==> src/design/u8d_pkg.sv <==
`timescale 1ns / 1ps
package u8d_pkg;

	localparam int CODE_W = 21;
	localparam int USED_W = 3;

	localparam logic [2:0] USED_ONE  = 3'd1;
	localparam logic [2:0] SEQ_NONE  = 3'd0;
	localparam logic [2:0] SEQ_LEN_2 = 3'd2;
	localparam logic [2:0] SEQ_LEN_3 = 3'd3;
	localparam logic [2:0] SEQ_LEN_4 = 3'd4;

	// one accepted byte, classified: pre zeros, optional middle word, post zeros
	typedef struct packed {
		logic [1:0]        pre_cnt;
		logic              has_mid;
		logic [CODE_W-1:0] mid_code;
		logic [USED_W-1:0] mid_used;
		logic [1:0]        post_cnt;
	} item_t;

endpackage

==> src/design/u8d_fifo.sv <==
`timescale 1ns / 1ps
module u8d_fifo (
	input  logic           clk,
	input  logic           arst_n,
	input  logic           push,
	input  u8d_pkg::item_t push_item,
	output logic           full,
	input  logic           pop,
	output u8d_pkg::item_t head_item,
	output logic           empty
);

	u8d_pkg::item_t mem_q [2];
	logic           wr_ptr_q;
	logic           rd_ptr_q;
	logic [1:0]     cnt_q;

	assign full      = cnt_q == 2'd2;
	assign empty     = cnt_q == 2'd0;
	assign head_item = mem_q[rd_ptr_q];

	always_ff @(posedge clk) begin
		if (push) begin
			mem_q[wr_ptr_q] <= push_item;
		end
	end

	always_ff @(posedge clk or negedge arst_n) begin
		if (!arst_n) begin
			wr_ptr_q <= 1'b0;
			rd_ptr_q <= 1'b0;
			cnt_q    <= 2'd0;
		end else begin
			if (push) begin
				wr_ptr_q <= ~wr_ptr_q;
			end
			if (pop) begin
				rd_ptr_q <= ~rd_ptr_q;
			end
			unique case ({push, pop})
				2'b10:   cnt_q <= cnt_q + 2'd1;
				2'b01:   cnt_q <= cnt_q - 2'd1;
				default: cnt_q <= cnt_q;
			endcase
		end
	end

	a_cnt_bound: assert property (@(posedge clk) disable iff (!arst_n)
		cnt_q != 2'd3)
		else $error("queue count out of range");

endmodule

==> src/design/u8d_front.sv <==
`timescale 1ns / 1ps
module u8d_front (
	input  logic           clk,
	input  logic           arst_n,
	input  logic           accept,
	input  logic [7:0]     text_byte,
	input  logic           end_of_text,
	output logic           push,
	output u8d_pkg::item_t item
);

	logic [u8d_pkg::CODE_W-1:0] partial_q, partial_n, shifted;
	logic [2:0]                 seq_len_q, seq_len_n;
	logic [1:0]                 seen_q, seen_n;
	logic [2:0]                 seen_inc;
	logic                       pend, cont;

	always_comb begin
		item      = '0;
		partial_n = partial_q;
		seq_len_n = seq_len_q;
		seen_n    = seen_q;
		pend      = seq_len_q != u8d_pkg::SEQ_NONE;
		cont      = text_byte[7:6] == 2'b10;
		shifted   = {partial_q[u8d_pkg::CODE_W-7:0], text_byte[5:0]};
		seen_inc  = {1'b0, seen_q} + 3'd1;
		if (pend && cont) begin
			partial_n = shifted;
			seen_n    = seen_inc[1:0];
			if (seen_inc >= seq_len_q) begin
				item.has_mid  = 1'b1;
				item.mid_code = shifted;
				item.mid_used = seq_len_q;
				partial_n     = '0;
				seq_len_n     = u8d_pkg::SEQ_NONE;
				seen_n        = 2'd0;
			end else if (end_of_text) begin
				item.post_cnt = seen_inc[1:0];
				partial_n     = '0;
				seq_len_n     = u8d_pkg::SEQ_NONE;
				seen_n        = 2'd0;
			end
		end else begin
			if (pend) begin
				item.pre_cnt = seen_q;
			end
			partial_n = '0;
			seq_len_n = u8d_pkg::SEQ_NONE;
			seen_n    = 2'd0;
			priority if (!text_byte[7]) begin
				item.has_mid  = 1'b1;
				item.mid_code = {13'd0, text_byte};
				item.mid_used = u8d_pkg::USED_ONE;
			end else if (text_byte[7:5] == 3'b110) begin
				partial_n = {16'd0, text_byte[4:0]};
				seq_len_n = u8d_pkg::SEQ_LEN_2;
				seen_n    = 2'd1;
			end else if (text_byte[7:4] == 4'b1110) begin
				partial_n = {17'd0, text_byte[3:0]};
				seq_len_n = u8d_pkg::SEQ_LEN_3;
				seen_n    = 2'd1;
			end else if (text_byte[7:3] == 5'b11110) begin
				partial_n = {18'd0, text_byte[2:0]};
				seq_len_n = u8d_pkg::SEQ_LEN_4;
				seen_n    = 2'd1;
			end else begin
				item.has_mid  = 1'b1;
				item.mid_code = '0;
				item.mid_used = u8d_pkg::USED_ONE;
			end
			if (end_of_text && seq_len_n != u8d_pkg::SEQ_NONE) begin
				item.post_cnt = 2'd1;
				partial_n     = '0;
				seq_len_n     = u8d_pkg::SEQ_NONE;
				seen_n        = 2'd0;
			end
		end
	end

	assign push = accept && (item.pre_cnt != 2'd0 || item.has_mid || item.post_cnt != 2'd0);

	always_ff @(posedge clk or negedge arst_n) begin
		if (!arst_n) begin
			partial_q <= '0;
			seq_len_q <= u8d_pkg::SEQ_NONE;
			seen_q    <= 2'd0;
		end else if (accept) begin
			partial_q <= partial_n;
			seq_len_q <= seq_len_n;
			seen_q    <= seen_n;
		end
	end

	a_seen_in_seq: assert property (@(posedge clk) disable iff (!arst_n)
		seq_len_q != u8d_pkg::SEQ_NONE |-> seen_q != 2'd0 && {1'b0, seen_q} < seq_len_q)
		else $error("byte count outside pending sequence");

	a_ascii_push: assert property (@(posedge clk) disable iff (!arst_n)
		accept && !text_byte[7] |-> push && item.has_mid)
		else $error("ascii byte produced no word");

endmodule

==> src/design/u8d_back.sv <==
`timescale 1ns / 1ps
module u8d_back (
	input  logic                       clk,
	input  logic                       arst_n,
	input  u8d_pkg::item_t             head_item,
	input  logic                       empty,
	output logic                       pop,
	output logic                       m_tvalid,
	input  logic                       m_tready,
	output logic [u8d_pkg::CODE_W-1:0] code_point,
	output logic [u8d_pkg::USED_W-1:0] bytes_used,
	output logic                       run_last
);

	logic [1:0]                 idx_q;
	logic                       m_tvalid_q;
	logic [u8d_pkg::CODE_W-1:0] code_q;
	logic [u8d_pkg::USED_W-1:0] used_q;
	logic                       last_q;
	logic [2:0]                 total;
	logic                       load, is_mid, is_last;

	assign total   = {1'b0, head_item.pre_cnt} + {2'd0, head_item.has_mid}
	               + {1'b0, head_item.post_cnt};
	assign load    = !empty && (!m_tvalid_q || m_tready);
	assign is_mid  = head_item.has_mid && idx_q == head_item.pre_cnt;
	assign is_last = {1'b0, idx_q} == total - 3'd1;
	assign pop     = load && is_last;

	always_ff @(posedge clk or negedge arst_n) begin
		if (!arst_n) begin
			m_tvalid_q <= 1'b0;
			idx_q      <= 2'd0;
		end else begin
			if (load) begin
				m_tvalid_q <= 1'b1;
				idx_q      <= is_last ? 2'd0 : idx_q + 2'd1;
			end else if (m_tready) begin
				m_tvalid_q <= 1'b0;
			end
		end
	end

	always_ff @(posedge clk) begin
		if (load) begin
			code_q <= is_mid ? head_item.mid_code : '0;
			used_q <= is_mid ? head_item.mid_used : u8d_pkg::USED_ONE;
			last_q <= is_last;
		end
	end

	assign m_tvalid   = m_tvalid_q;
	assign code_point = code_q;
	assign bytes_used = used_q;
	assign run_last   = last_q;

	a_idx_bound: assert property (@(posedge clk) disable iff (!arst_n)
		!empty |-> {1'b0, idx_q} < total)
		else $error("expansion index past item");

	a_single_byte_code: assert property (@(posedge clk) disable iff (!arst_n)
		m_tvalid_q && used_q == u8d_pkg::USED_ONE |-> code_q < 21'd128)
		else $error("single byte word above ascii");

endmodule

==> src/design/utf8_stream_decoder.sv <==
`timescale 1ns / 1ps
// Byte-serial UTF-8 decoder. Takes one text byte per cycle while s_tready is high
// (tlast marks the final byte of a text) and returns code points with the count of
// bytes each consumed; malformed bytes give code 0. A byte causes zero to four
// output words, tlast set on its final one. The front end classifies and accepts
// a byte every cycle while its two-entry queue has room; the output stage sends
// one word per cycle while m_tready is high, so a byte causing k words holds the
// output until all k are sent; a run of such bytes throttles input via the queue.
module utf8_stream_decoder (
	input  logic        clk,
	input  logic        arst_n,
	input  logic        s_tvalid,
	output logic        s_tready,
	input  logic [7:0]  s_tdata,   // [7:0] text_byte
	input  logic        s_tlast,   // end_of_text
	output logic        m_tvalid,
	input  logic        m_tready,
	output logic [23:0] m_tdata,   // [20:0] code_point, [23:21] bytes_used
	output logic        m_tlast    // run_last
);

	u8d_pkg::item_t             push_item, head_item;
	logic                       push, pop, full, empty, accept;
	logic [u8d_pkg::CODE_W-1:0] code_point;
	logic [u8d_pkg::USED_W-1:0] bytes_used;

	assign s_tready = !full;
	assign accept   = s_tvalid && s_tready;

	u8d_front u_front (
		.clk         (clk),
		.arst_n      (arst_n),
		.accept      (accept),
		.text_byte   (s_tdata),
		.end_of_text (s_tlast),
		.push        (push),
		.item        (push_item)
	);

	u8d_fifo u_fifo (
		.clk       (clk),
		.arst_n    (arst_n),
		.push      (push),
		.push_item (push_item),
		.full      (full),
		.pop       (pop),
		.head_item (head_item),
		.empty     (empty)
	);

	u8d_back u_back (
		.clk        (clk),
		.arst_n     (arst_n),
		.head_item  (head_item),
		.empty      (empty),
		.pop        (pop),
		.m_tvalid   (m_tvalid),
		.m_tready   (m_tready),
		.code_point (code_point),
		.bytes_used (bytes_used),
		.run_last   (m_tlast)
	);

	assign m_tdata = {bytes_used, code_point};

endmodule
==> config.mk <==
export PLATFORM = sky130hd
export DESIGN_NAME = utf8_stream_decoder
export DESIGN_NICKNAME = d
export VERILOG_FILES = /design/src/design/u8d_pkg.sv /design/src/design/u8d_fifo.sv /design/src/design/u8d_front.sv /design/src/design/u8d_back.sv /design/src/design/utf8_stream_decoder.sv
export SDC_FILE = /design/constraint.sdc
export NUM_CORES = 1
export LEC_CHECK = 0
export BUFFER_PORTS_ARGS = -buffer_cell sky130_fd_sc_hd__buf_2
export CAP_MARGIN = 20
export CORE_MARGIN = 10
export CORE_UTILIZATION = 53
export CTS_BUF_LIST = sky130_fd_sc_hd__clkbuf_16
export CTS_CLUSTER_SIZE = 8
export DETAILED_ROUTE_END_ITERATION = 16
export PLACE_DENSITY = 0.75
export SLEW_MARGIN = 10
export SYNTH_ARGS = -nofsm -noshare
export SYNTH_HDL_FRONTEND = slang
export SYNTH_SLANG_ARGS = --single-unit
==> constraint.sdc <==
create_clock -name clk -period 3.3 [get_ports clk]
set_clock_uncertainty 0.05 [all_clocks]
set_input_delay 0.825 -clock clk [delete_from_list [all_inputs] [get_ports clk]]
set_output_delay 0.825 -clock clk [all_outputs]
set_load 0.05 [all_outputs]
======== Yosys cells after proc, flatten, opt, wreduce, memory -nomap -nowiden ========
Memory sizes are Yosys's and may differ from the RTL's.
Index checks and enable logic that the tools add are counted.
cells by class
  $add $sub $neg .......................... 7
  order comparisons ....................... 1
  equal/unequal tests ..................... 10
  muxes and demuxes ....................... 42
  bitwise logic cells ..................... 2
  reductions and logical operators ........ 21
operator list
  cell                                         count
  two-way mux 25 bit                           5
  two-way mux 15 bit                           6
  two-way mux 3 bit                            10
  two-way mux 27 bit                           1
  two-way mux 2 bit                            12
  nonzero test 2 bit                           4
  logical AND 1 bit                            7
  == test 2 bit, second input constant         3
  two-way mux 1 bit                            6
  nonzero test 3 bit                           2
  == test 5 bit, second input constant         1
  adder 2 x 1 -> 2 bit, second input constant  2
  == test 4 bit, second input constant         1
  two-way mux 4 bit                            1
  one-hot mux 2 bit (2 select lines)           1
  adder 2 x 1 -> 3 bit                         1
  adder 2 x 1 -> 3 bit, second input constant  1
  adder 3 x 2 -> 3 bit                         1
  == test 2 x 3 -> 1 bit                       1
  == test 3 bit, second input constant         1
  >= comparator 3 bit                          1
  logical NOT 1 bit                            3
  logical OR 1 bit                             3
  != test 3 bit, second input constant         1
  other kinds (7)                              8
storage, ports and cells
  register bits after elaboration ......... 52
  memory bits (writable) .................. 58
  output and inout port bits .............. 27
  word-level logic and storage cells ...... 95
  memories ................................ 1
memories
  name          depth  bits a word  rd ports  clocked after Yosys merged registers in  write ports  RTL line        source
  u_fifo.mem_q  2      29           1         0                                        1            u8d_fifo.sv:13  u8d_pkg::item_t mem_q [2];

======== Logic depth before layout (Yosys ltp) ========
Gate-level depths: netlist of run 1.
  depth after elaboration ................. 15
  mapped depth ............................ 16
  gate-level depth less buffers ........... 13

======== Modules after synthesis ========
A second synthesis of run 1 with hierarchy kept.
unflattened totals
  cell total of the unflattened synthesis .. 340
  area, all modules ....................... 4803.4 sq um
modules (own cells, without submodules)
  module               instances  cells an instance  area each (sq um)  seq. area each (sq um)
  u8d_fifo             1          106                2288.4             1841.8
  u8d_back             1          83                 1270.0             825.8
  u8d_front            1          149                1234.9             500.5
  utf8_stream_decoder  1          2                  10.0               0.0

======== Least setup slack after synthesis of run 1 ========
Ideal clock, no wire load.
  kind .................................... flip-flop to flip-flop
  start point ............................. register u_front.seen_q[0]
  end point ............................... memory u_fifo.mem_q[1][0] (netlist name), enable pin
  setup time .............................. 415 ps
  data arrival time ....................... 2903 ps
  setup slack ............................. -68 ps
  cell stages (with the launch flop) ...... 8
  buffers on the path ..................... 0
  period minus slack after synthesis ...... 3368 ps
  cell sequence ........................... dfrtp_1 > ha_1 > ha_1 > nand2_1 > o21a_1 > a21oi_2 > o21ai_4 > nor2_1
RTL lines
  what                    RTL line         source
  from (decl)             u8d_front.sv:14  logic [1:0] seen_q, seen_n;
  from (signal assigned)  u8d_front.sv:90  seen_q <= seen_n;
  to (decl)               u8d_fifo.sv:13

======== Final worst setup path of run 1 ========
  start point ............................. register u_fifo.rd_ptr_q
  end point ............................... register u_fifo.cnt_q[1]
on the way
  word-level cells in the longest chain between the ends .. 8
RTL lines
  what                                                                             RTL line                   source
  from (decl)                                                                      u8d_fifo.sv:15             logic rd_ptr_q;
  from (signal assigned)                                                           u8d_fifo.sv:38             rd_ptr_q <= ~rd_ptr_q;
  memory (2 x 29 bit) *                                                            --
  adder 2 x 1 -> 3 bit                                                             u8d_back.sv:23             assign total = {1'b0, head_item.pre_cnt} + {2'd0, head_item.has_mid}
  adder 3 x 2 -> 3 bit *                                                           u8d_back.sv:24             + {1'b0, head_item.post_cnt};
  subtractor 3 x 1 -> 3 bit *                                                      u8d_back.sv:27             assign is_last = {1'b0, idx_q} == total - 3'd1;
  == test 2 x 3 -> 1 bit *                                                         u8d_back.sv:27
  net u_back.is_last                                                               u8d_back.sv:21             logic load, is_mid, is_last;
  logical AND 1 bit *                                                              u8d_back.sv:28             assign pop = load && is_last;
  net pop                                                                          utf8_stream_decoder.sv:23  logic push, pop, full, empty, accept;
  == test 2 x 1 -> 1 bit / == test 2 bit (equally long branches)                   u8d_fifo.sv:40             unique case ({push, pop})
  one-hot mux 2 bit (2 select lines) / nonzero test 2 bit (equally long branches)  --
  to (signal assigned)                                                             u8d_fifo.sv:41             2'b10: cnt_q <= cnt_q + 2'd1;
  to (signal assigned)                                                             u8d_fifo.sv:42             2'b01: cnt_q <= cnt_q - 2'd1;
  to (signal assigned)                                                             u8d_fifo.sv:43             default: cnt_q <= cnt_q;
  to (decl)                                                                        u8d_fifo.sv:16             logic [1:0] cnt_q;
Mark *: on every way through the listed nets, which the timed path passes. The rest lies on a longest branch.
A chain may end at the register's enable or synchronous reset.

==> impl_summary.txt, run 1 <==
----------------------------------------------------
[Outcome]
  Run status ... finished clean

[Clock network]
  Cell chosen for the clock root ... clkbuf_16
  Clock tree from TritonCTS ... built
  Hold-fix buffer count after cts ... 0
  Number of buffers added by the clock tree synthesis step ... 9
  Clock insertion delay at the later pin of the skew report ... 0.34 ns
  Maximum buffer depth of the clock tree ... 2
  Number of levels the H-tree was split into ... 3
  Sink count of the clock tree ... 110
  CTS clock-pin slew for the worst setup and hold paths ... 0.07 ns

[Placement]
  Number of port buffers ... 39
  Final weighted congestion of routability-driven global placement ... 0.861
  Dpl cell area ... 4900 um^2
  HPWL after detailed placement ... 5.54 mm

[Pwr]
  P_sw ... 1.88 mW
  Share of total power in the clock network ... 21.5%
  Power per cell area ... 950 nW/um^2
  Sequential share of power ... 41.9%
  Switching share of total power ... 37.8%
  Internal power consumption ... 3.09 mW
  Portion of total power attributed to combinational logic ... 36.7%
  Leak Pwr ... 2.14 nW
  VDD IR-drop max ... 379 uV

[Critical path]
  Worst setup EP type ... flip-flop
  Largest fanout of any net on the critical path ... 6
  Most prevalent standard cell on the critical path ... ha_1
  Standard cell with the maximum stage delay on the critical path ... dfrtp_2
  Required time of the critical path ... 3.51 ns
  Category of the worst setup path launch point ... flip-flop
  Worst path max stage delay ... 0.45 ns
  Worst Path Class, Setup ... reg -> reg
  Worst-path cell chain ... mux2i_2, ha_1, inv_1, ha_1, inv_1, fa_1, xnor2_1, nor3_1, and2_1, ha_1, nor2_1, xor2_1
  Crit path arrival time ... 3.23 ns

[Min path]
  Hold WC Path Type ... in -> async

[Layout]
  Layout cells sized above 1 ... 21.8%
  Seq. cell area ... 3170 um^2
  Filler cell count ... 622
  Number of nets at the end of the flow ... 384
  Fin area ... 5230 um^2
  Layout-stage area growth over the synthesis result ... 14.6%
  Total area of multi-input combinational cells ... 1320 um^2
  ANT cells ... 0

[Synthesis]
  Most frequent cell after synthesis ... edfxtp_1
  Number of distinct library cells after synthesis ... 40
  Ys Warns ... 0
  Share of synthesized cell area in full adder, half adder and majority cells ... 2.63%
  Largest family of logic cells by synthesized area ... simple AND/OR/NAND/NOR gates
  Top flip-flop cell by instance count after synthesis ... edfxtp_1
  Post-synth top cells ... edfxtp_1, nor2_1, mux2i_1
  Number of cells produced by synthesis ... 312
  Compound-gate portion of the synthesized area ... 6.22%
  Net count after synthesis ... 334
  Area share of the largest cell type after synthesis ... 54.6%
  Post-synth EDFFs ... 83
  Synth area leader ... edfxtp_1
  FFs w/ async S/R, synth ... 24.5%
  Xor/xnor share of the synthesized area ... 1.92%
  Synth top area cells ... edfxtp_1, dfrtp_1, mux2i_1, nor2_1, a22o_1
  Post-synthesis sequential element count ... 110
  Mean Syn Cell Area ... 14.6 um^2
  Sequential-to-total area share from yosys stat ... 69.4%
  Share of cell area taken by muxes after synthesis ... 6.61%
  Simple logic cell fraction of the synthesized area ... 11.3%
  Synthesized area ... 4560 um^2

[Floorplanning]
  Number of top-level design ports ... 40
  Die ar. ... 12,700 um^2
  Initial core utilization ... 55.0%
  Area of the core ... 8300 um^2
  Horiz. Die Dim ... 113 um
  Row count ... 33
  Die span in y ... 113 um

[Timing]
  Post-route setup TNS ... 0 ns
  Max-Slew Margin vs Limit ... 52.8%
  Setup repair after global routing missed its margin ... false
  Fin crit share ... 91.5%
  Final setup violation count ... 0
  Max Clk Rate ... 0.331 GHz
  Final period demand of the worst path ... 3.02 ns
  Hold Fails Final Rpt ... 0
  Fin. max-slew vios ... 0
  Tightest Pin Transition ... 0.704 ns

[Global route]
  Maximum number of pins on one net before global-route repair ... 30
  Initial antenna violation count ... 0
  Global-route wire length before repair ... 13.9 mm
  Via count of the first global-routing pass ... 2,579
  Grt total ovfl ... 0
  GRT Resource Usage Total ... 13.6%

[Detailed routing]
  Detail-routed via count per cell ... 5.58
  Final antenna-violating net count ... 0
  Drt total wl ... 8.39 mm
  Routed WL per cell ... 17.8 um
  Via Count ... 2,634
  Detailed router's first-iteration violation count ... 230
  Number of remaining DRC errors ... 0
  Number of search-and-repair iterations in the first detailed-routing pass ... 4

[Run]
  Max-capacitance violation count ... 0

----------------------------------------------------
routing by layer:
| layer | routed length, um | share of wire, % | vias to the layer above | track usage [%] |
|---|---|---|---|---|
| met2 | 4010 | 48 | 91 | 21.2 |
| met3 | 514 | 6.1 | 8 | 3.80 |
| met4 | 129 | 1.5 | 0 | 4.91 |
| li1 | - | - | 1248 | - |
| met1 | 3730 | 44 | 1287 | 17.8 |
| met5 | 0 | 0 | - | 0 |
state kept, by name (all words and copies together) (netlist names), 2 cells and up:
signal and cells:
u_back.bytes_used 3, u_front.seen_q 2, u_front.seq_len_q 3, u_back.idx_q 2
u_fifo.cnt_q 2, u_fifo.mem_q 58, u_front.partial_q 15, u_back.code_point 21
cells in the final DEF (no fill, tap or decap), types with 2 or more instances in the layout:
cell,count
nor3_4,2
buf_4,12
o21ai_0,11
mux2i_1,28
nor2b_1,2
dfrtp_1,26
nor3b_1,2
nand2_1,20
clkinv_2,2
nand2b_1,5
a22o_1,12
nor2_2,3
xor2_1,5
and3_1,15
nor3_1,4
xnor2_1,5
edfxtp_1,83
and2_1,10
clkbuf_16,9
nor2_1,29
ha_1,8
buf_2,39
o21a_1,4
inv_1,7
final timing paths:
kind | startpoint | to | slack [ns] | cells past startpoint
min | arst_n | u_fifo.cnt_q[0]$_DFFE_PN0P_ | 0.44 | 1
max | u_fifo.rd_ptr_q$_DFFE_PN0P_ | u_fifo.cnt_q[1]$_DFFE_PN0P_ | 0.28 | 12
max in group asynchronous | arst_n | u_fifo.rd_ptr_q$_DFFE_PN0P_ | 2.32 | 1
min in group clk | u_front.partial_q[12]$_DFFE_PN0P_ | u_front.partial_q[12]$_DFFE_PN0P_ | 0.45 | 1
min reg2reg | u_front.partial_q[12]$_DFFE_PN0P_ | u_front.partial_q[12]$_DFFE_PN0P_ | 0.45 | 1
max reg2reg | u_fifo.rd_ptr_q$_DFFE_PN0P_ | u_fifo.cnt_q[1]$_DFFE_PN0P_ | 0.28 | 12
worst max-delay path: cells and delay by family, from the launching register on:
kind / cells / cell delay [ns]
xor gates and xnor gates: 2 / 0.29
adders and majority gates: 4 / 1.14
buffers and inverters: 2 / 0.11
DFF: 1 / 0.45
muxes: 1 / 0.34
and+or+nand+nor: 3 / 0.57
power groups by stage:
| stage | sequential (mW) | clock, mW | combinational, mW |
|---|---|---|---|
| after floorplan | 2.60 | 0 | 0.881 |
| after global placement | 2.09 | 0 | 1.74 |
| after detailed placement | 2.11 | 0 | 1.79 |
| after CTS | 2.09 | 1.08 | 1.80 |
| after global routing | 2.12 | 1.15 | 1.99 |
| final | 2.08 | 1.07 | 1.82 |
kinds of logic (layout without fill, tap and decap cells):
family                   count (synthesis)  in the layout
adder cells (fa/ha/maj)                  9              9
flip-flops                             110            110
multiplexers                            30             30
buffers and inverters                   19             74
XOR/XNOR                                10             10
AO/OA/AOI/OAI                           36             36
AND/OR/NAND/NOR                         98             98
stage by stage:
stage          power (mW)  hold slack, ns  instances  util (%)  setup slack [ns]
6_report             4.97           0.443        472      63.0             0.281
5_1_grt              5.26           0.481        472      63.0           0.00606
4_1_cts              4.97           0.456        468      62.6             0.106
3_5_place_dp         3.90           0.438        452      59.0             0.191
3_3_place_gp         3.84           0.425        452      59.0             0.412
2_1_floorplan        3.48           0.414        312         -           -0.0679
timing repair:
item                       CTS  global route
buffers inserted             0             4
setup endpoints to repair    0             2
gates resized for setup      0             2
hold endpoints to repair     0             0
layout make-up:
type                    count  area share (%)
well taps                 105            2.51
flip-flops and latches    110            60.6
multi-input cells         183            25.2
inverters                   7           0.502
repair buffers             51            5.45
clock buffers               9            4.31
clock inverters             7            1.39
Power figures use the tool's default switching activity.
==> run 2: changes to the inputs <==
--- a/config.mk
+++ b/config.mk
@@ -8,11 +8,11 @@
 export BUFFER_PORTS_ARGS = -buffer_cell sky130_fd_sc_hd__buf_2
 export CAP_MARGIN = 20
 export CORE_MARGIN = 10
-export CORE_UTILIZATION = 53
+export CORE_UTILIZATION = 45
 export CTS_BUF_LIST = sky130_fd_sc_hd__clkbuf_16
 export CTS_CLUSTER_SIZE = 8
 export DETAILED_ROUTE_END_ITERATION = 16
-export PLACE_DENSITY = 0.75
+export PLACE_DENSITY = 0.65
 export SLEW_MARGIN = 10
 export SYNTH_ARGS = -nofsm -noshare
 export SYNTH_HDL_FRONTEND = slang
==> run 2 against run 1 <==
Setup slack improved by 0.078 ns. Sequential power barely moved. Design area rose by 0.45%. First-iteration DRC count fell by 13%. Critical path depth unchanged. Fmax up 2.7%.
==> impl_summary.txt, run 2 (synthesis gave the netlist of run 1 again) <==
----------------------------------------------------
[Outcome]
  Run status ... finished clean

[Critical path]
  Worst Path Class, Setup ... reg -> reg
  Largest fanout of any net on the critical path ... 7 (+1)
  Crit path arrival time ... 3.17 ns (-0.06 ns)
  Worst path max stage delay ... 0.48 ns (+0.03 ns)
  Standard cell with the maximum stage delay on the critical path ... dfrtp_2
  Most prevalent standard cell on the critical path ... ha_1
  Worst setup EP type ... flip-flop
  Category of the worst setup path launch point ... flip-flop
  Worst-path cell chain ... mux2i_1, ha_1, inv_1, ha_1, inv_1, fa_1, xnor2_1, nor3_2, and2_1, ha_1, nor2_1, xor2_1
  Required time of the critical path ... 3.53 ns (+0.02 ns)

[Layout]
  Layout cells sized above 1 ... 20.9% (-0.86 points)
  Number of nets at the end of the flow ... 380 (-1.0%)
  Final Non-Filler Cells ... 496 (+5.1%)
  Most used cells in the layout excluding fill and tap cells ... edfxtp_1, buf_2, mux2i_1, nor2_1, dfrtp_1
  Final standard cell utilization of the core ... 53.5% (-9.5 points)
  ANT cells ... 0 (unchanged)
  Most flops, register ... u_fifo.mem_q
  Commonest non-fill, non-tap cell in the layout ... edfxtp_1
  Fin area ... 5250 um^2 (+0.45%)
  Max reg flops ... 58 (unchanged)
  Layout-stage area growth over the synthesis result ... 15.1%

[Pwr]
  VDD IR-drop max ... 412 uV (+8.5%)
  Power per cell area ... 937 nW/um^2 (-1.4%)
  Leak Pwr ... 2.14 nW (-0.46%)
  Total power ... 4.92 mW (-0.96%)

[Clock network]
  Number of levels the H-tree was split into ... 3 (unchanged)
  Maximum buffer depth of the clock tree ... 2 (unchanged)
  Clock insertion delay at the later pin of the skew report ... 0.35 ns (about the same)
  Number of buffers added by the clock tree synthesis step ... 9 (unchanged)
  Clock tree from TritonCTS ... built
  Sink count of the clock tree ... 110 (unchanged)
  Setup Fix Bufs, Post-CTS ... 0 (unchanged)
  Cell chosen for the clock root ... clkbuf_16
  CTS clock-pin slew for the worst setup and hold paths ... 0.08 ns (about the same)

[Timing]
  Fin crit share ... 89.1% (-2.4 points)
  Max-Slew Margin vs Limit ... 58.8% (+6.0 points)
  Final period demand of the worst path ... 2.94 ns (-0.0781 ns)
  Hold Fails Final Rpt ... 0 (unchanged)
  Fin. max-slew vios ... 0 (unchanged)
  Tightest Pin Transition ... 0.618 ns (-0.0855 ns)
  Max Clk Rate ... 0.340 GHz (+2.7%)
  Final setup violation count ... 0 (unchanged)
  Post-route setup TNS ... 0 ns (unchanged)
  Setup repair after global routing missed its margin ... false

[Placement]
  Number of port buffers ... 39 (unchanged)
  Final weighted congestion of routability-driven global placement ... 0.858 (-0.37%)
  Dpl cell area ... 4940 um^2 (+0.97%)
  Placed insts ... 480 (+6.2%)
  HPWL after detailed placement ... 5.53 mm (-0.29%)

[Min path]
  Hold WC Path Type ... in -> async

[Floorplanning]
  Row count ... 36 (+9.1%)
  Horiz. Die Dim ... 121 um (+7.0%)
  Initial core utilization ... 46.5% (-8.5 points)
  Number of top-level design ports ... 40 (unchanged)
  Area of the core ... 9820 um^2 (+18%)
  Die ar. ... 14,600 um^2 (+15%)
  Die span in y ... 121 um (+7.0%)

[Detailed routing]
  Number of remaining DRC errors ... 0 (unchanged)
  Via Count ... 2,550 (-3.2%)
  Detail-routed via count per cell ... 5.14 (-7.9%)
  Detailed router's first-iteration violation count ... 201 (-13%)
  Drt total wl ... 8.06 mm (-4.0%)
  Number of search-and-repair iterations in the first detailed-routing pass ... 4 (unchanged)
  Final antenna-violating net count ... 0 (unchanged)
  Routed WL per cell ... 16.2 um (-8.6%)

[Global route]
  GRT Resource Usage Total ... 11.7% (-1.9 points)
  Grt total ovfl ... 0 (unchanged)
  Initial antenna violation count ... 0 (unchanged)
  Global-route wire length before repair ... 13.5 mm (-3.0%)
  Via count of the first global-routing pass ... 2,581 (+0.078%)
  Maximum number of pins on one net before global-route repair ... 30 (unchanged)

[Run]
  Max-capacitance violation count ... 0 (unchanged)

----------------------------------------------------
-- run 2: per-layer routing --
layer | up-vias | wire, um | GRT usage [%]
li1 | 1234 | - | -
met1 | 1250 | 3810 | 15.1
met2 | 53 | 3680 | 18.2
met3 | 13 | 415 | 2.70
met4 | 0 | 154 | 6.03
met5 | - | 0 | 0
-- run 2: stage by stage --
stage	hold slack [ns]	setup WS, ns
2_1_floorplan	0.414	-0.0679
3_3_place_gp	0.429	0.276
3_5_place_dp	0.437	0.134
4_1_cts	0.447	0.106
5_1_grt	0.471	0.0859
6_report	0.433	0.359
-- run 2: where the power goes --
part / internal, mW / switching, mW / total, mW
Clock: 0.547 / 0.539 / 1.09
Combinational: 0.524 / 1.23 / 1.76
Sequential: 1.93 / 0.144 / 2.08
-- run 2: worst max-delay path, delay by kind of cell (launching register included) --
| kind | cells | cell delay (ns) |
|---|---|---|
| buf+inv | 2 | 0.10 |
| fa+ha+maj | 4 | 1.12 |
| flops | 1 | 0.48 |
| simple gates | 3 | 0.52 |
| xor+xnor | 2 | 0.30 |
| mux | 1 | 0.29 |
-- run 2: final cells by class --
cell class	instances	area, um^2
flip-flops and latches	110	3170
inverters	7	26.3
fillers	840	4570
clock inverters	7	77.6
clock buffers	9	225
repair buffers	47	268
multi-input cells	183	1320
well taps	133	166
-- run 2: repair_timing --
action                                  CTS  global route
resized for setup                         0             2
hold buffers                              0             0
endpoints found under the setup margin    0             2
-- run 2: worst paths after layout --
path,startpoint,end,slack [ns],depth (start not counted)
max,u_fifo.rd_ptr_q$_DFFE_PN0P_,u_fifo.cnt_q[1]$_DFFE_PN0P_,0.36,12
min,arst_n,u_fifo.wr_ptr_q$_DFFE_PN0P_,0.43,1
max reg2reg,u_fifo.rd_ptr_q$_DFFE_PN0P_,u_fifo.cnt_q[1]$_DFFE_PN0P_,0.36,12
min reg2reg,u_front.partial_q[9]$_DFFE_PN0P_,u_front.partial_q[9]$_DFFE_PN0P_,0.46,1
max in group asynchronous,arst_n,u_fifo.rd_ptr_q$_DFFE_PN0P_,2.33,1
min in group clk,u_front.partial_q[9]$_DFFE_PN0P_,u_front.partial_q[9]$_DFFE_PN0P_,0.46,1
==> run 3: changes to the inputs <==
--- a/config.mk
+++ b/config.mk
@@ -5,8 +5,10 @@
 export SDC_FILE = /design/constraint.sdc
 export NUM_CORES = 1
 export LEC_CHECK = 0
+export ABC_AREA = 1
 export BUFFER_PORTS_ARGS = -buffer_cell sky130_fd_sc_hd__buf_2
 export CAP_MARGIN = 20
+export CORE_ASPECT_RATIO = 0.5
 export CORE_MARGIN = 10
 export CORE_UTILIZATION = 45
 export CTS_BUF_LIST = sky130_fd_sc_hd__clkbuf_16
==> run 3 against run 2 <==
Non-clock buffer count is the same. Critical path depth is 2 higher. Power up 5.3%. Cell count up 15%. Register-to-register slack worse by 0.08 ns. Count of clock-buffer cells in the layout unchanged. Setup slack worse by 0.084 ns. Core utilization grew 0.82 points. Die area up 2.0%. Fmax fell by 2.8%. Critical endpoint unchanged.
==> impl_summary.txt, run 3 <==
----------------------------------------------------
[Synthesis]
  Most frequent cell after synthesis ... edfxtp_1
  Synthesized area ... 4580 um^2 (+0.44%)
  Mean Syn Cell Area ... 12.0 um^2 (-18%)
  Net count after synthesis ... 404 (+21%)
  FFs w/ async S/R, synth ... 24.5% (unchanged)
  Number of cells produced by synthesis ... 382 (+22%)
  Post-synthesis sequential element count ... 110 (unchanged)
  Synth area leader ... edfxtp_1
  Sequential-to-total area share from yosys stat ... 69.1% (-0.30 points)
  Post-synth EDFFs ... 83 (unchanged)
  Top flip-flop cell by instance count after synthesis ... edfxtp_1
  Area share of the largest cell type after synthesis ... 54.4% (-0.24 points)
  Synth top area cells ... edfxtp_1, dfrtp_1, nand2_1, a21oi_2, inv_1
  Ys Warns ... 0 (unchanged)
  Number of distinct library cells after synthesis ... 33 (-18%)
  Post-synth top cells ... edfxtp_1, nand2_1, inv_1

[Critical path]
  Worst path max stage delay ... 0.49 ns (about the same)
  Worst-path cell chain ... or2_1, o21ai_2, ha_1, inv_1, ha_1, inv_1, fa_1, xor2_1, nand3_1, nor2_1, ha_1, a21oi_1, o21ai_0, xor2_1
  Worst setup EP type ... flip-flop
  Crit path arrival time ... 3.20 ns (+0.03 ns)
  Family of cells with the greatest summed delay on the critical path ... adder cells
  Category of the worst setup path launch point ... flip-flop
  Largest fanout of any net on the critical path ... 10 (+3)
  Worst Path Class, Setup ... reg -> reg
  Number of buffer and inverter stages on the critical path ... 2 (unchanged)
  Most prevalent standard cell on the critical path ... ha_1
  Required time of the critical path ... 3.48 ns (-0.05 ns)
  Standard cell with the maximum stage delay on the critical path ... dfrtp_2

[Min path]
  Hold WC Path Type ... reg -> reg

[Placement]
  Placed insts ... 554 (+15%)
  Dpl cell area ... 4980 um^2 (+0.66%)
  Number of port buffers ... 39 (unchanged)
  Final weighted congestion of routability-driven global placement ... 0.841 (-1.9%)
  Post-place setup slack ... 0.204 ns (+0.0692 ns)
  HPWL after detailed placement ... 5.74 mm (+3.9%)

[Pwr]
  Leak Pwr ... 2.15 nW (+0.90%)
  Portion of total power attributed to combinational logic ... 39.3% (+3.6 points)
  Switching share of total power ... 40.6% (+1.6 points)
  P_sw ... 2.10 mW (+9.7%)
  Total power ... 5.18 mW (+5.3%)
  Internal power consumption ... 3.08 mW (+2.4%)
  Share of total power in the clock network ... 20.2% (-1.9 points)
  VDD IR-drop max ... 830 uV (+100%)
  Power per cell area ... 983 nW/um^2 (+5.0%)
  Sequential share of power ... 40.5% (-1.7 points)

[Layout]
  Final Non-Filler Cells ... 569 (+15%)
  Max reg flops ... 58 (unchanged)
  Layout cells sized above 1 ... 21.7% (+0.72 points)
  Filler cell count ... 831 (-1.1%)
  Commonest non-fill, non-tap cell in the layout ... edfxtp_1
  Number of nets at the end of the flow ... 452 (+19%)
  Most flops, register ... u_fifo.mem_q
  Layout-stage area growth over the synthesis result ... 14.9%
  ANT cells ... 0 (unchanged)
  Seq. cell area ... 3170 um^2 (unchanged)
  Most used cells in the layout excluding fill and tap cells ... edfxtp_1, nand2_1, inv_1
  Total area of multi-input combinational cells ... 1190 um^2 (-9.8%)
  Fin area ... 5270 um^2 (+0.26%)

[Clock network]
  Number of buffers added by the clock tree synthesis step ... 9 (unchanged)
  Number of levels the H-tree was split into ... 3 (unchanged)
  Cell chosen for the clock root ... clkbuf_16
  Hold-fix buffer count after cts ... 0 (unchanged)
  Setup Fix Bufs, Post-CTS ... 0 (unchanged)
  Sink count of the clock tree ... 110 (unchanged)
  Clock tree from TritonCTS ... built
  Clock insertion delay at the later pin of the skew report ... 0.34 ns (about the same)
  CTS clock-pin slew for the worst setup and hold paths ... 0.07 ns (about the same)
  Maximum buffer depth of the clock tree ... 2 (unchanged)

[Detailed routing]
  Final antenna-violating net count ... 0 (unchanged)
  Detailed router's first-iteration violation count ... 166 (-17%)
  Via Count ... 2,774 (+8.8%)
  Drt total wl ... 8.48 mm (+5.2%)
  Routed WL per cell ... 14.9 um (-8.3%)
  Number of search-and-repair iterations in the first detailed-routing pass ... 4 (unchanged)
  Number of remaining DRC errors ... 0 (unchanged)
  Detail-routed via count per cell ... 4.88 (-5.2%)

[Global route]
  GRT Resource Usage Total ... 11.8% (+0.11 points)
  Maximum number of pins on one net before global-route repair ... 30 (unchanged)
  Global-route wire length before repair ... 14.0 mm (+4.1%)
  Grt total ovfl ... 0 (unchanged)
  Initial antenna violation count ... 0 (unchanged)
  Via count of the first global-routing pass ... 2,798 (+8.4%)

[Floorplanning]
  Number of top-level design ports ... 40 (unchanged)
  Row count ... 25 (-31%)
  Die ar. ... 14,900 um^2 (+2.0%)
  Initial core utilization ... 47.3% (+0.79 points)
  Die span in y ... 91.4 um (-24%)
  Horiz. Die Dim ... 163 um (+35%)
  Area of the core ... 9700 um^2 (-1.2%)

[Timing]
  Fin. max-slew vios ... 0 (unchanged)
  Final setup violation count ... 0 (unchanged)
  Fin crit share ... 91.7% (+2.6 points)
  Final period demand of the worst path ... 3.03 ns (+0.0844 ns)
  Worst Slack Setup Final ... 0.275 ns (-0.0844 ns)
  Post-route setup TNS ... 0 ns (unchanged)
  Max Clk Rate ... 0.331 GHz (-2.8%)
  Hold Fails Final Rpt ... 0 (unchanged)
  Max-Slew Margin vs Limit ... 56.8% (-2.0 points)
  Setup repair after global routing missed its margin ... false
  Tightest Pin Transition ... 0.648 ns (+0.0294 ns)

[Outcome]
  Run status ... finished clean

[Run]
  Max-capacitance violation count ... 0 (unchanged)

----------------------------------------------------
==> run 3: cell types whose count changed after synthesis, sizes merged, moves of 12 or more <==
| cell | before | now |
|---|---|---|
| nand3 | 1 | 14 |
| a22o | 12 | 0 |
| and3 | 15 | 0 |
| nand2 | 20 | 82 |
| a21oi | 2 | 31 |
| inv | 7 | 44 |
| mux2i | 29 | 3 |
==> run 3: final timing paths <==
path | startpoint | endpoint | slack (ns) | cells past startpoint
worst min register to register | u_fifo.wr_ptr_q$_DFFE_PN0P_ | u_fifo.wr_ptr_q$_DFFE_PN0P_ | 0.43 | 2
max in group asynchronous | arst_n | u_fifo.rd_ptr_q$_DFFE_PN0P_ | 2.31 | 1
worst max register to register | u_fifo.rd_ptr_q$_DFFE_PN0P_ | u_fifo.cnt_q[1]$_DFFE_PN0P_ | 0.27 | 14
worst max-delay path | u_fifo.rd_ptr_q$_DFFE_PN0P_ | u_fifo.cnt_q[1]$_DFFE_PN0P_ | 0.27 | 14
worst min-delay path | u_fifo.wr_ptr_q$_DFFE_PN0P_ | u_fifo.wr_ptr_q$_DFFE_PN0P_ | 0.43 | 2
min in group asynchronous | arst_n | u_fifo.wr_ptr_q$_DFFE_PN0P_ | 0.44 | 1
==> run 3: cell families (layout without fill, tap and decap cells) <==
logic type / count (synthesis) / after routing / synth area share [%]
AO/OA/AOI/OAI: 58 / 58 / 8.68
XOR/XNOR: 8 / 8 / 1.53
adder cells (fa/ha/maj): 9 / 9 / 2.62
buffers and inverters: 55 / 107 / 4.97
flip-flops: 110 / 110 / 69.1
multiplexers: 3 / 3 / 0.655
AND/OR/NAND/NOR: 139 / 139 / 12.4
==> run 3: routing by layer <==
| layer | up-vias | part of all wire [%] | global-route usage [%] |
|---|---|---|---|
| met2 | 46 | 48 | 19.6 |
| met5 | - | 0 | 0 |
| met4 | 0 | 1.3 | 4.48 |
| li1 | 1385 | - | - |
| met1 | 1336 | 46 | 14.4 |
| met3 | 7 | 4.0 | 3.33 |
==> run 3: area by class of cell <==
cell class / count / area share, %
inverter: 45 / 3.21
sequential: 110 / 60.2
clock buffer: 9 / 4.28
timing repair buffer: 47 / 5.32
multi-input combinational: 217 / 22.6
clock inverter: 6 / 1.21
tap: 135 / 3.21
==> run 3: timing repair <==
action | CTS | global route
endpoints found under the setup margin | 0 | 1
gates resized for setup | 0 | 1
endpoints found under the hold margin | 0 | 0
==> run 3: power groups by stage <==
stage	Sequential, mW	Clock, mW	Combinational, mW
after CTS	2.10	1.07	2.09
after floorplan	2.68	0	1.02
after global placement	2.12	0	2.05
after global routing	2.14	1.11	2.25
after detailed placement	2.13	0	2.07
final	2.10	1.05	2.04
==> run 3: tightest hold or removal path, stage by stage, from the launching register on <==
cell	delay (ns)
dfrtp_1	0.35
nand2_1	0.05
nand2_1	0.05
==> run 3: through the flow <==
stage	utilization, %	hold WS (ns)
6_report	54.3	0.432
5_1_grt	54.3	0.471
4_1_cts	54.3	0.439
3_5_place_dp	51.3	0.423
3_3_place_gp	51.3	0.409
2_1_floorplan	-	0.392
